[src/rtl/core/sensor_frame_length_sum_parser_core_assert.svh]
// Assertion macros shared by the sensor frame parser RTL.
// Depends on nothing; compiled out when SYNTH is defined.
`ifndef SENSOR_FRAME_LENGTH_SUM_PARSER_CORE_ASSERT_SVH
`define SENSOR_FRAME_LENGTH_SUM_PARSER_CORE_ASSERT_SVH

`ifndef SYNTH

// Condition holds at every clock edge outside reset
`define SFLP_ASSERT_ALWAYS(lbl, clk, rst_n, cond) \
	lbl: assert property (@(posedge clk) disable iff (!rst_n) (cond)) \
		else $error("sflp assertion failed");

// Antecedent in one cycle implies consequent in the next
`define SFLP_ASSERT_NEXT(lbl, clk, rst_n, ante, cons) \
	lbl: assert property (@(posedge clk) disable iff (!rst_n) (ante) |=> (cons)) \
		else $error("sflp assertion failed");

`else

`define SFLP_ASSERT_ALWAYS(lbl, clk, rst_n, cond)
`define SFLP_ASSERT_NEXT(lbl, clk, rst_n, ante, cons)

`endif

`endif

[src/rtl/core/sflp_pkg.sv]
// Shared types and constants of the sensor frame parser.
// Used by the config registers, the deframer, the result register and the top.
package sflp_pkg;

	// largest payload length accepted in a frame
	localparam int MaxPayload = 25;
	localparam int LenW       = $clog2(MaxPayload + 1);

	// config register file
	localparam int PaddrW       = 3;
	localparam int PdataW       = 32;
	localparam logic [7:0] HeaderByteRst     = 8'h5A;
	localparam logic [7:0] ValueFrameTypeRst = 8'h82;

	// register index taken from paddr[2]
	typedef enum logic {
		REG_HEADER_BYTE      = 1'b0,
		REG_VALUE_FRAME_TYPE = 1'b1
	} reg_idx_t;

	typedef enum logic [1:0] {
		STATUS_GOOD    = 2'd0,
		STATUS_SUM_ERR = 2'd1,
		STATUS_LEN_ERR = 2'd2
	} status_t;

	typedef struct packed {
		logic [7:0] header_byte;
		logic [7:0] value_frame_type;
	} cfg_t;

	typedef struct packed {
		status_t     status;
		logic [7:0]  frame_type;
		logic [31:0] value;
		logic        value_valid;
	} result_t;

endpackage

[src/rtl/core/sflp_cfg_regs.sv]
// APB-style register file holding the sync byte and the value frame type.
// Depends on sflp_pkg.
module sflp_cfg_regs import sflp_pkg::*; (
	input  logic              clk,
	input  logic              arst_n,
	input  logic              psel,
	input  logic              penable,
	input  logic              pwrite,
	input  logic [PaddrW-1:0] paddr,
	input  logic [PdataW-1:0] pwdata,
	output logic [PdataW-1:0] prdata,
	output logic              pready,
	output cfg_t              cfg
);

	cfg_t     cfg_q;
	reg_idx_t reg_idx;
	logic     wr_en;

	assign reg_idx = reg_idx_t'(paddr[2]);
	assign wr_en   = psel & penable & pwrite;
	assign pready  = 1'b1;
	assign cfg     = cfg_q;

	// register writes
	always_ff @(posedge clk or negedge arst_n) begin
		if (!arst_n) begin
			cfg_q.header_byte      <= HeaderByteRst;
			cfg_q.value_frame_type <= ValueFrameTypeRst;
		end else if (wr_en) begin
			unique case (reg_idx)
				REG_HEADER_BYTE:      cfg_q.header_byte      <= pwdata[7:0];
				REG_VALUE_FRAME_TYPE: cfg_q.value_frame_type <= pwdata[7:0];
				default: ;
			endcase
		end
	end

	// read mux, low address bits ignored
	always_comb begin
		unique case (reg_idx)
			REG_HEADER_BYTE:      prdata = PdataW'(cfg_q.header_byte);
			REG_VALUE_FRAME_TYPE: prdata = PdataW'(cfg_q.value_frame_type);
			default:              prdata = '0;
		endcase
	end

endmodule

[src/rtl/core/sflp_deframer.sv]
// Frame state machine: sync search, type, length, payload and checksum check.
// Depends on sflp_pkg; one byte is consumed per step.
module sflp_deframer import sflp_pkg::*; (
	input  logic       clk,
	input  logic       arst_n,
	input  cfg_t       cfg,
	input  logic [7:0] rx_byte,
	input  logic       step,
	output logic       res_hit,
	output result_t    res
);

	typedef enum logic [4:0] {
		PH_SYNC0 = 5'b00001,
		PH_SYNC1 = 5'b00010,
		PH_TYPE  = 5'b00100,
		PH_LEN   = 5'b01000,
		PH_BODY  = 5'b10000
	} phase_t;

	localparam logic [7:0]      MaxPayloadB = 8'(MaxPayload);
	localparam logic [LenW-1:0] ValueBytes  = LenW'(4);

	phase_t          phase_q, phase_d;
	logic [LenW-1:0] len_q, len_d;
	logic [LenW-1:0] idx_q, idx_d;
	logic [7:0]      sum_q, sum_d;
	logic [7:0]      type_q, type_d;
	logic [31:0]     shift_q, shift_d;

	logic       hdr_ok;
	logic       len_bad;
	logic       in_payload;
	logic       long_enough;
	logic       sum_ok;
	logic [7:0] sum_add;

	assign hdr_ok      = (rx_byte == cfg.header_byte);
	assign len_bad     = (rx_byte > MaxPayloadB);
	assign in_payload  = (idx_q < len_q);
	assign long_enough = (len_q >= ValueBytes);
	assign sum_ok      = (sum_q == rx_byte);
	assign sum_add     = sum_q + rx_byte;

	// a result comes from an oversized length or from the checksum byte
	assign res_hit = ((phase_q == PH_LEN) && len_bad) ||
		((phase_q == PH_BODY) && !in_payload);

	// result fields
	always_comb begin
		if (phase_q == PH_LEN) begin
			res.status      = STATUS_LEN_ERR;
			res.frame_type  = type_q;
			res.value       = '0;
			res.value_valid = 1'b0;
		end else begin
			res.status      = sum_ok ? STATUS_GOOD : STATUS_SUM_ERR;
			res.frame_type  = type_q;
			res.value       = long_enough ? shift_q : '0;
			res.value_valid = sum_ok && long_enough &&
				(type_q == cfg.value_frame_type);
		end
	end

	// next state; default is a restart of the sync search
	always_comb begin
		phase_d = PH_SYNC0;
		len_d   = '0;
		idx_d   = '0;
		sum_d   = '0;
		type_d  = '0;
		shift_d = '0;
		unique case (phase_q)
			PH_SYNC0: begin
				if (hdr_ok) begin
					phase_d = PH_SYNC1;
					sum_d   = rx_byte;
				end
			end
			PH_SYNC1: begin
				if (hdr_ok) begin
					phase_d = PH_TYPE;
					sum_d   = sum_add;
				end
			end
			PH_TYPE: begin
				phase_d = PH_LEN;
				sum_d   = sum_add;
				type_d  = rx_byte;
			end
			PH_LEN: begin
				if (!len_bad) begin
					phase_d = PH_BODY;
					sum_d   = sum_add;
					type_d  = type_q;
					len_d   = rx_byte[LenW-1:0];
				end
			end
			PH_BODY: begin
				if (in_payload) begin
					phase_d = PH_BODY;
					sum_d   = sum_add;
					type_d  = type_q;
					len_d   = len_q;
					idx_d   = idx_q + 1'b1;
					shift_d = (idx_q < ValueBytes) ? {shift_q[23:0], rx_byte} : shift_q;
				end
			end
			default: ;
		endcase
	end

	// state registers
	always_ff @(posedge clk or negedge arst_n) begin
		if (!arst_n) begin
			phase_q <= PH_SYNC0;
			len_q   <= '0;
			idx_q   <= '0;
			sum_q   <= '0;
			type_q  <= '0;
			shift_q <= '0;
		end else if (step) begin
			phase_q <= phase_d;
			len_q   <= len_d;
			idx_q   <= idx_d;
			sum_q   <= sum_d;
			type_q  <= type_d;
			shift_q <= shift_d;
		end
	end

endmodule

[src/rtl/core/sflp_result_reg.sv]
// Output register of the result channel with valid/stall handshake.
// Depends on sflp_pkg for the result struct.
module sflp_result_reg import sflp_pkg::*; (
	input  logic    clk,
	input  logic    arst_n,
	input  logic    load,
	input  result_t res_in,
	output logic    free,
	output logic    res_valid,
	input  logic    res_stall,
	output result_t res_out
);

	logic    valid_q;
	result_t res_q;

	// room when empty or when the held request leaves this cycle
	assign free      = !valid_q || !res_stall;
	assign res_valid = valid_q;
	assign res_out   = res_q;

	always_ff @(posedge clk or negedge arst_n) begin
		if (!arst_n) begin
			valid_q <= 1'b0;
		end else if (load) begin
			valid_q <= 1'b1;
		end else if (!res_stall) begin
			valid_q <= 1'b0;
		end
	end

	// payload, no reset
	always_ff @(posedge clk) begin
		if (load) begin
			res_q <= res_in;
		end
	end

endmodule

[src/rtl/core/sensor_frame_length_sum_parser_core.sv]
// Sensor frame parser, top level: input register, deframer, result register.
// Depends on sflp_pkg, sflp_cfg_regs, sflp_deframer, sflp_result_reg and the assert header.
//
// Usage:
//  - rx channel: one received byte per request (rx_valid, rx_stall, rx_byte).
//  - res channel: one request per finished frame or per oversized length
//    (res_valid, res_stall, status, frame_type, value, value_valid).
//  - APB port: header_byte at address 0, value_frame_type at address 4;
//    write only while no frame is in flight.
//  - Throughput: one byte per cycle while rx_stall is low. Each byte is
//    registered, then the deframer updates its state when the byte advances.
//  - Result path: a checksum (or length) byte is held in the input register,
//    then its result is loaded into the output register and shown on res_valid.
//  - Stall: a held result waits in the output register; bytes that give no
//    result keep flowing, and the input stalls only when a byte that gives a
//    result finds the output register full and stalled.
//  - Reset: the sync search restarts, both channels go empty and the
//    registers return to 0x5A and 0x82.
`include "sensor_frame_length_sum_parser_core_assert.svh"

module sensor_frame_length_sum_parser_core import sflp_pkg::*; (
	input  logic              clk,
	input  logic              arst_n,
	// configuration
	input  logic              psel,
	input  logic              penable,
	input  logic              pwrite,
	input  logic [PaddrW-1:0] paddr,
	input  logic [PdataW-1:0] pwdata,
	output logic [PdataW-1:0] prdata,
	output logic              pready,
	// received bytes
	input  logic              rx_valid,
	output logic              rx_stall,
	input  logic [7:0]        rx_byte,
	// results
	output logic              res_valid,
	input  logic              res_stall,
	output logic [1:0]        status,
	output logic [7:0]        frame_type,
	output logic [31:0]       value,
	output logic              value_valid
);

	cfg_t       cfg;
	logic       valid_s1;
	logic [7:0] byte_s1;
	logic       res_hit;
	logic       out_free;
	logic       advance;
	logic       load;
	logic       rx_take;
	result_t    res_new;
	result_t    res_out;

	sflp_cfg_regs u_cfg (
		.clk    (clk),
		.arst_n (arst_n),
		.psel   (psel),
		.penable(penable),
		.pwrite (pwrite),
		.paddr  (paddr),
		.pwdata (pwdata),
		.prdata (prdata),
		.pready (pready),
		.cfg    (cfg)
	);

	// handshake between input register and result register
	assign advance  = valid_s1 && (!res_hit || out_free);
	assign load     = advance && res_hit;
	assign rx_stall = valid_s1 && !advance;
	assign rx_take  = rx_valid && !rx_stall;

	// input register
	always_ff @(posedge clk or negedge arst_n) begin
		if (!arst_n) begin
			valid_s1 <= 1'b0;
		end else if (rx_take) begin
			valid_s1 <= 1'b1;
		end else if (advance) begin
			valid_s1 <= 1'b0;
		end
	end

	always_ff @(posedge clk) begin
		if (rx_take) begin
			byte_s1 <= rx_byte;
		end
	end

	sflp_deframer u_deframer (
		.clk    (clk),
		.arst_n (arst_n),
		.cfg    (cfg),
		.rx_byte(byte_s1),
		.step   (advance),
		.res_hit(res_hit),
		.res    (res_new)
	);

	sflp_result_reg u_result (
		.clk      (clk),
		.arst_n   (arst_n),
		.load     (load),
		.res_in   (res_new),
		.free     (out_free),
		.res_valid(res_valid),
		.res_stall(res_stall),
		.res_out  (res_out)
	);

	assign status      = res_out.status;
	assign frame_type  = res_out.frame_type;
	assign value       = res_out.value;
	assign value_valid = res_out.value_valid;

	// input stalls only behind a result that cannot enter the output register
	`SFLP_ASSERT_ALWAYS(a_stall_cause, clk, arst_n, !rx_stall || (res_hit && !out_free))
	// a new result never overwrites one still held
	`SFLP_ASSERT_ALWAYS(a_no_overwrite, clk, arst_n, !load || !res_valid || !res_stall)
	// an accepted byte is held in the input register next cycle
	`SFLP_ASSERT_NEXT(a_take_s1, clk, arst_n, rx_take, valid_s1)
	// a loaded result appears on the output next cycle
	`SFLP_ASSERT_NEXT(a_load_out, clk, arst_n, load, res_valid)

endmodule

[config.mk]
export PLATFORM = sky130hd
export DESIGN_NAME = sensor_frame_length_sum_parser_core
export DESIGN_NICKNAME = d
export VERILOG_FILES = /design/src/rtl/core/sflp_pkg.sv /design/src/rtl/core/sflp_cfg_regs.sv /design/src/rtl/core/sflp_deframer.sv /design/src/rtl/core/sflp_result_reg.sv /design/src/rtl/core/sensor_frame_length_sum_parser_core.sv
export VERILOG_INCLUDE_DIRS = /design/src /design/src/rtl/core
export SDC_FILE = /design/constraint.sdc
export NUM_CORES = 1
export LEC_CHECK = 0
export BUFFER_PORTS_ARGS = -buffer_cell sky130_fd_sc_hd__buf_2
export CAP_MARGIN = 5
export CORE_MARGIN = 10
export CORE_UTILIZATION = 45
export DETAILED_ROUTE_END_ITERATION = 10
export PLACE_DENSITY = 0.68
export SLEW_MARGIN = 20
export SYNTH_ARGS = -nofsm -noshare
export SYNTH_HDL_FRONTEND = slang
export SYNTH_HIERARCHICAL = 1
export SYNTH_SLANG_ARGS = --single-unit
[constraint.sdc]
create_clock -name clk -period 7.5 [get_ports clk]
set_input_delay 2.25 -clock clk [delete_from_list [all_inputs] [get_ports clk]]
set_output_delay 2.25 -clock clk [all_outputs]
set_load 0.05 [all_outputs]
==> impl_metrics.csv, run 1 <==
group,metric,value,unit
drt,drt_wl_total,12.1,mm
placed_design,routabilityCongestion,0.850,
placed_design,io_buffers,76,
synth,synth-seq-cells,132,
synth,syn-instance-count,448,
worst_setup_path,path_cells,"buf_2 > mux2_2 > buf_2",
grt,antenna_found_initial,0,
synth,synth_top_family_by_area,"compound AO/OA/AOI/OAI gates",
synth,synthesis.yosys.warnings,6,
power_and_ir_drop,combPwrFrac,0.101,
cts,cts_root_buf,"clkbuf_16",
drt,avgRoutedWirePerCell,16.9,um
power_and_ir_drop,p_leak,0.00310,uW
synth,synth_top_flop_cell,"dfrtp_1",
synth,yosys.area_share.simple,0.105,
layout,final_core_util,0.534,
synth,synth_compound_area_frac,0.132,
drt,via_per_inst,5.18,
synth,async_reset_ff_frac,0.614,
worst_setup_path,crit_slowest_cell,"mux2_2",
worst_setup_path,crit_fanout,10,
cts,cts_buffers,17,
cts,clock_sinks,132,
cts,cts_tree,"built",
sta,hold_ws,494,ps
synth,syn_area,6020,um^2
status,status,"complete, no violations",
layout,diodes,0,
layout,syn_to_final_growth,17.0,%
flow_run,maxCapViolations,0,
sta,relSlewSlack,0.330,
grt,grt_pass1_wl,19.4,mm
grt,gr-total-overflow,0,
cts,cts_buffer_depth,2,
synth,synthDistinctLibCells,59,
sta,rsz0062_at_grt,"false",
worst_setup_path,rr_worst_depth,6,
worst_setup_path,critPathMaxStageDelay,380,ps
synth,synth_edf_count,51,
drt,dr.pass1.iters,4,
drt,ant_nets,0,
power_and_ir_drop,powerDensity,266,nW/um^2
power_and_ir_drop,intPower,1410,uW
power_and_ir_drop,p_seq_frac,0.435,
hold_path,min_path_type,"reg -> reg",
cts,post_cts_buffers,0,
floorplan,die_area,18400,um^2
sta,period_needed,5340,ps
worst_setup_path,r2r_end,"u_result/res_out[17]",
grt,grt_pass1_vias,3762,
worst_setup_path,startpoint_type,"input port",
sta,tns,0,ps
synth,synth_xor_area_frac,0.0335,
hold_path,worstHoldStart,"u_deframer/len_q[2]",
sta,final-setup-viol-count,0,
worst_setup_path,crit_family,"buffers and inverters",
synth,yosysSeqAreaShare,0.593,
worst_setup_path,reg2reg_from,"u_deframer/idx_q[2]",
hold_path,holdPathStages,2,
drt,drcViolationCount,0,
worst_setup_path,worstSetupPathType,"in -> out",
floorplan,fp.dieH,136,um
sta,clock_skew,5.79,ps
placed_design,hpwl,8.23,mm
power_and_ir_drop,pwr-share-clk,0.464,
layout,stdcell_count,715,
grt,grt_usage,0.134,
sta,slew_viol_final,0,
drt,drt_iter0_drc,230,
synth,muxShareOfSynthArea,0.0466,
power_and_ir_drop,p_sw,462,uW
drt,num_vias,3704,
power_and_ir_drop,peakVddDrop,194,uV
cts,clock_latency,410,ps
sta,finalHoldViolCount,0,
cts,cts_max_level,4,
sta,fmax,0.187,GHz
power_and_ir_drop,p_sw_frac,0.247,
floorplan,start_util,0.456,
cts,clk_pin_slew_worst_paths,60,ps
floorplan,die_w,136,um
layout,final_nets,589,
hold_path,worst_hold_path.endpoint,"u_deframer/len_q[2]",
floorplan,rows,42,
layout,drive_above_1_share,0.286,
synth,synthAdderAreaFrac,0.0283,
sta,max_slew.worst_pin.slew,1010,ps
layout,mostFrequentLayoutCell,"buf_2",
cts,hold_buffers,0,
worst_setup_path,crit_top_cell,"buf_2",
sta,period_share,0.712,
worst_setup_path,end_kind,"output port",
power_and_ir_drop,power,1870,uW
placed_design,dp.cells,683,
cts,cts-resized-gates,0,
worst_setup_path,cp.arrival,3090,ps
grt,grt_max_degree,82,
floorplan,core,13200,um^2
worst_setup_path,crit_required,5250,ps
floorplan,io_pins,128,
synth,syn_area_per_cell,13.4,um^2
worst_setup_path,rrSetupSlack,4500,ps
worst_setup_path,crit_buf_inv,2,
layout,final_cell_mix,"buf_2 (75), dfrtp_1 (74), edfxtp_1 (51)",
==> worst register-to-register path: cells and delay by family (launching register included) <==
| kind | cells | cell delay (ps) |
|---|---|---|
| compound gates | 3 | 780 |
| fa+ha+maj | 1 | 340 |
| simple gates | 2 | 1000 |
| flops | 1 | 430 |
==> metrics by stage <==
stage	setup slack (ps)	area, um^2
after floorplan	2420	6100
after global placement	2170	6410
after detailed placement	2160	6410
after CTS	2160	7030
after global routing	2130	7040
final	2160	7040
==> sequential cells by signal, summed over array words and instances, names as in the netlist <==
register	cells
u_deframer/phase_q	5
u_deframer/len_q	5
byte_s1	8
u_deframer/type_q	8
u_result/res_out	43
u_deframer/idx_q	5
u_deframer/sum_q	8
u_result/res_valid	1
valid_s1	1
u_cfg/cfg	16
u_deframer/shift_q	32
==> worst max path at each step <==
| stage | depth (start not counted) | endpoint | slack, ps | startpoint |
|---|---|---|---|---|
| CTS | 3 | prdata[4] | 2160 | paddr[2] |
| finish | 3 | prdata[4] | 2160 | paddr[2] |
| global placement | 3 | prdata[4] | 2170 | paddr[2] |
| floorplan | 2 | prdata[0] | 2420 | paddr[2] |
| global route | 3 | prdata[4] | 2130 | paddr[2] |
| detailed placement | 3 | prdata[4] | 2160 | paddr[2] |
==> final cells by class <==
cell class,instances,area [um^2]
inverter,12,45.0
clock inverter,12,178
timing repair buffer,78,402
sequential,132,3570
fill,1141,6150
multi-input combinational,285,2180
tap,176,220
clock buffer,20,447
==> power by group through the flow <==
stage	logic, uW	clock network (uW)	registers, uW
floorplan	162	0	814
global placement	185	0	826
detailed placement	190	0	828
CTS	191	883	815
global route	205	920	818
finish	190	869	815
==> metal layers <==
layer,track usage,up-vias,wire (um)
met1,0.164,1836,5370
met2,0.209,97,5810
met5,0,-,0
met3,0.0486,20,735
li1,-,1751,-
met4,0.0556,0,198
==> cell usage after synthesis (8+ instances only) <==
| master | count | area (um^2) |
|---|---|---|
| a21o_1 | 9 | 67.6 |
| a22o_1 | 41 | 359 |
| and2_1 | 37 | 231 |
| buf_4 | 26 | 195 |
| buf_6 | 8 | 90.1 |
| dfrtp_1 | 74 | 1850 |
| edfxtp_1 | 51 | 1530 |
| ha_1 | 12 | 150 |
| inv_1 | 12 | 45.0 |
| mux2_2 | 24 | 270 |
| nand2_1 | 18 | 67.6 |
| nor2_1 | 9 | 33.8 |
| o21ai_0 | 12 | 60.1 |
| xnor2_1 | 10 | 87.6 |
| xor2_1 | 13 | 114 |
==> cell families after synthesis <==
logic type / count (synthesis)
multiplexers: 25
adder cells (fa/ha/maj): 13
other: 2
flip-flops: 132
buffers and inverters: 54
XOR/XNOR: 23
AO/OA/AOI/OAI: 95
AND/OR/NAND/NOR: 104
(Power assumes the default switching activity.)
==> run 2, diff against run 1 <==
- clock period: 7.5 -> 5 ns (I/O delays scaled with it)
==> impl_metrics.csv, run 2 (same netlist as run 1, synthesis figures left out) <==
group,metric,value,unit
floorplan,core,13200,um^2
grt,gr-total-overflow,0,
drt,ant_nets,0,
sta,period_share,0.791,
cts,clock_sinks,132,
drt,drt_wl_total,11.7,mm
drt,drt_iter0_drc,302,
floorplan,rows,42,
cts,cts_buffer_depth,2,
cts,cts_tree,"built",
cts,hold_buffers,0,
sta,relSlewSlack,0.350,
layout,diodes,0,
cts,cts_buffers,17,
drt,drcViolationCount,0,
sta,clock_skew,9.08,ps
sta,slew_viol_final,0,
worst_setup_path,startpoint_type,"register",
layout,final_nets,589,
placed_design,hpwl,8.25,mm
cts,clock_latency,420,ps
power_and_ir_drop,powerDensity,390,nW/um^2
grt,antenna_found_initial,0,
worst_setup_path,end_kind,"output port",
cts,cts_max_level,4,
layout,syn_to_final_growth,16.5,%
power_and_ir_drop,power,2740,uW
sta,rsz0062_at_grt,"false",
power_and_ir_drop,peakVddDrop,283,uV
floorplan,start_util,0.456,
floorplan,die_area,18400,um^2
sta,finalHoldViolCount,0,
grt,grt_pass1_vias,3737,
layout,final_cell_mix,"buf_2 (75), dfrtp_1 (74), edfxtp_1 (51)",
floorplan,fp.dieH,136,um
cts,clk_pin_slew_worst_paths,50,ps
layout,num-fill-cells,1149,
layout,mostFrequentLayoutCell,"buf_2",
worst_setup_path,crit_fanout,6,
worst_setup_path,worstSetupPathType,"reg -> out",
drt,via_per_inst,5.08,
layout,largest_reg_flops,43,
grt,grt_pass1_wl,19.2,mm
sta,setup_slack,1050,ps
worst_setup_path,rrSetupSlack,2050,ps
worst_setup_path,cp.arrival,2450,ps
cts,post_cts_buffers,0,
placed_design,dp.cells,683,
layout,stdcell_count,715,
status,status,"complete, no violations",
grt,grt_max_degree,82,
hold_path,min_path_type,"reg -> reg",
sta,fmax,0.253,GHz
grt,grt_usage,0.135,
power_and_ir_drop,p_leak,0.00309,uW
drt,avgRoutedWirePerCell,16.4,um
drt,dr.pass1.iters,4,
drt,num_vias,3635,
cts,cts_root_buf,"clkbuf_16",
sta,max_slew.worst_pin.slew,974,ps
sta,period_needed,3950,ps
placed_design,io_buffers,76,
layout,drive_above_1_share,0.282,
cts,cts-resized-gates,0,
sta,tns,0,ps
worst_setup_path,crit_required,3500,ps
flow_run,maxCapViolations,0,
floorplan,io_pins,128,
floorplan,die_w,136,um
sta,final-setup-viol-count,0,
placed_design,routabilityCongestion,0.853,
placed_design,pre_cts_ws,1160,ps
-- run 2: worst paths after layout --
kind                                     start                endpoint  depth (start not counted)
max                        u_deframer/idx_q[2]                rx_stall                          8
max reg2reg                u_deframer/idx_q[2]     u_result/res_out[6]                          6
max in group asynchronous               arst_n  u_deframer/shift_q[25]                          1
min in group asynchronous               arst_n           u_cfg/cfg[13]                          1
min reg2reg                u_deframer/len_q[3]     u_deframer/len_q[3]                          2
min                        u_deframer/len_q[3]     u_deframer/len_q[3]                          2
-- run 2: final cells by class --
| type | instances | area [um^2] | area share |
|---|---|---|---|
| clock buffers | 22 | 464 | 0.0662 |
| clock inverters | 10 | 130 | 0.0186 |
| inverters | 12 | 45.0 | 0.00643 |
| multi-input cells | 285 | 2180 | 0.311 |
| flip-flops and latches | 132 | 3570 | 0.509 |
| well taps | 176 | 220 | 0.0314 |
| repair buffers | 78 | 402 | 0.0573 |
-- run 2: metrics by stage --
stage | util | area [um^2] | hold WS (ps)
after floorplan | - | 6100 | 442
after global placement | 0.486 | 6410 | 467
after detailed placement | 0.486 | 6410 | 486
after CTS | 0.531 | 7000 | 498
after global routing | 0.531 | 7010 | 508
final | 0.531 | 7010 | 490
-- run 2: power breakdown --
group / total (uW) / internal, uW / leakage (uW) / switching (uW)
registers: 1220 / 1170 / 0.00150 / 48.7
logic: 286 / 94.6 / 0.00130 / 191
clock network: 1230 / 804 / 0.000291 / 425
-- run 2: worst max-delay path: stages (launching register included) --
cell and delay (ps):
dfrtp_1 440, ha_1 330, nand2_1 60, o21ai_2 260, a31oi_1 130, o22ai_1 380
nand3b_4 120, inv_1 60, buf_2 250
-- run 2: per-layer routing --
metal,GRT usage,vias up,part of all wire
met2,0.208,92,0.49
met5,0,-,0
met3,0.0516,18,0.071
met1,0.160,1773,0.43
li1,-,1752,-
met4,0.0694,0,0.018
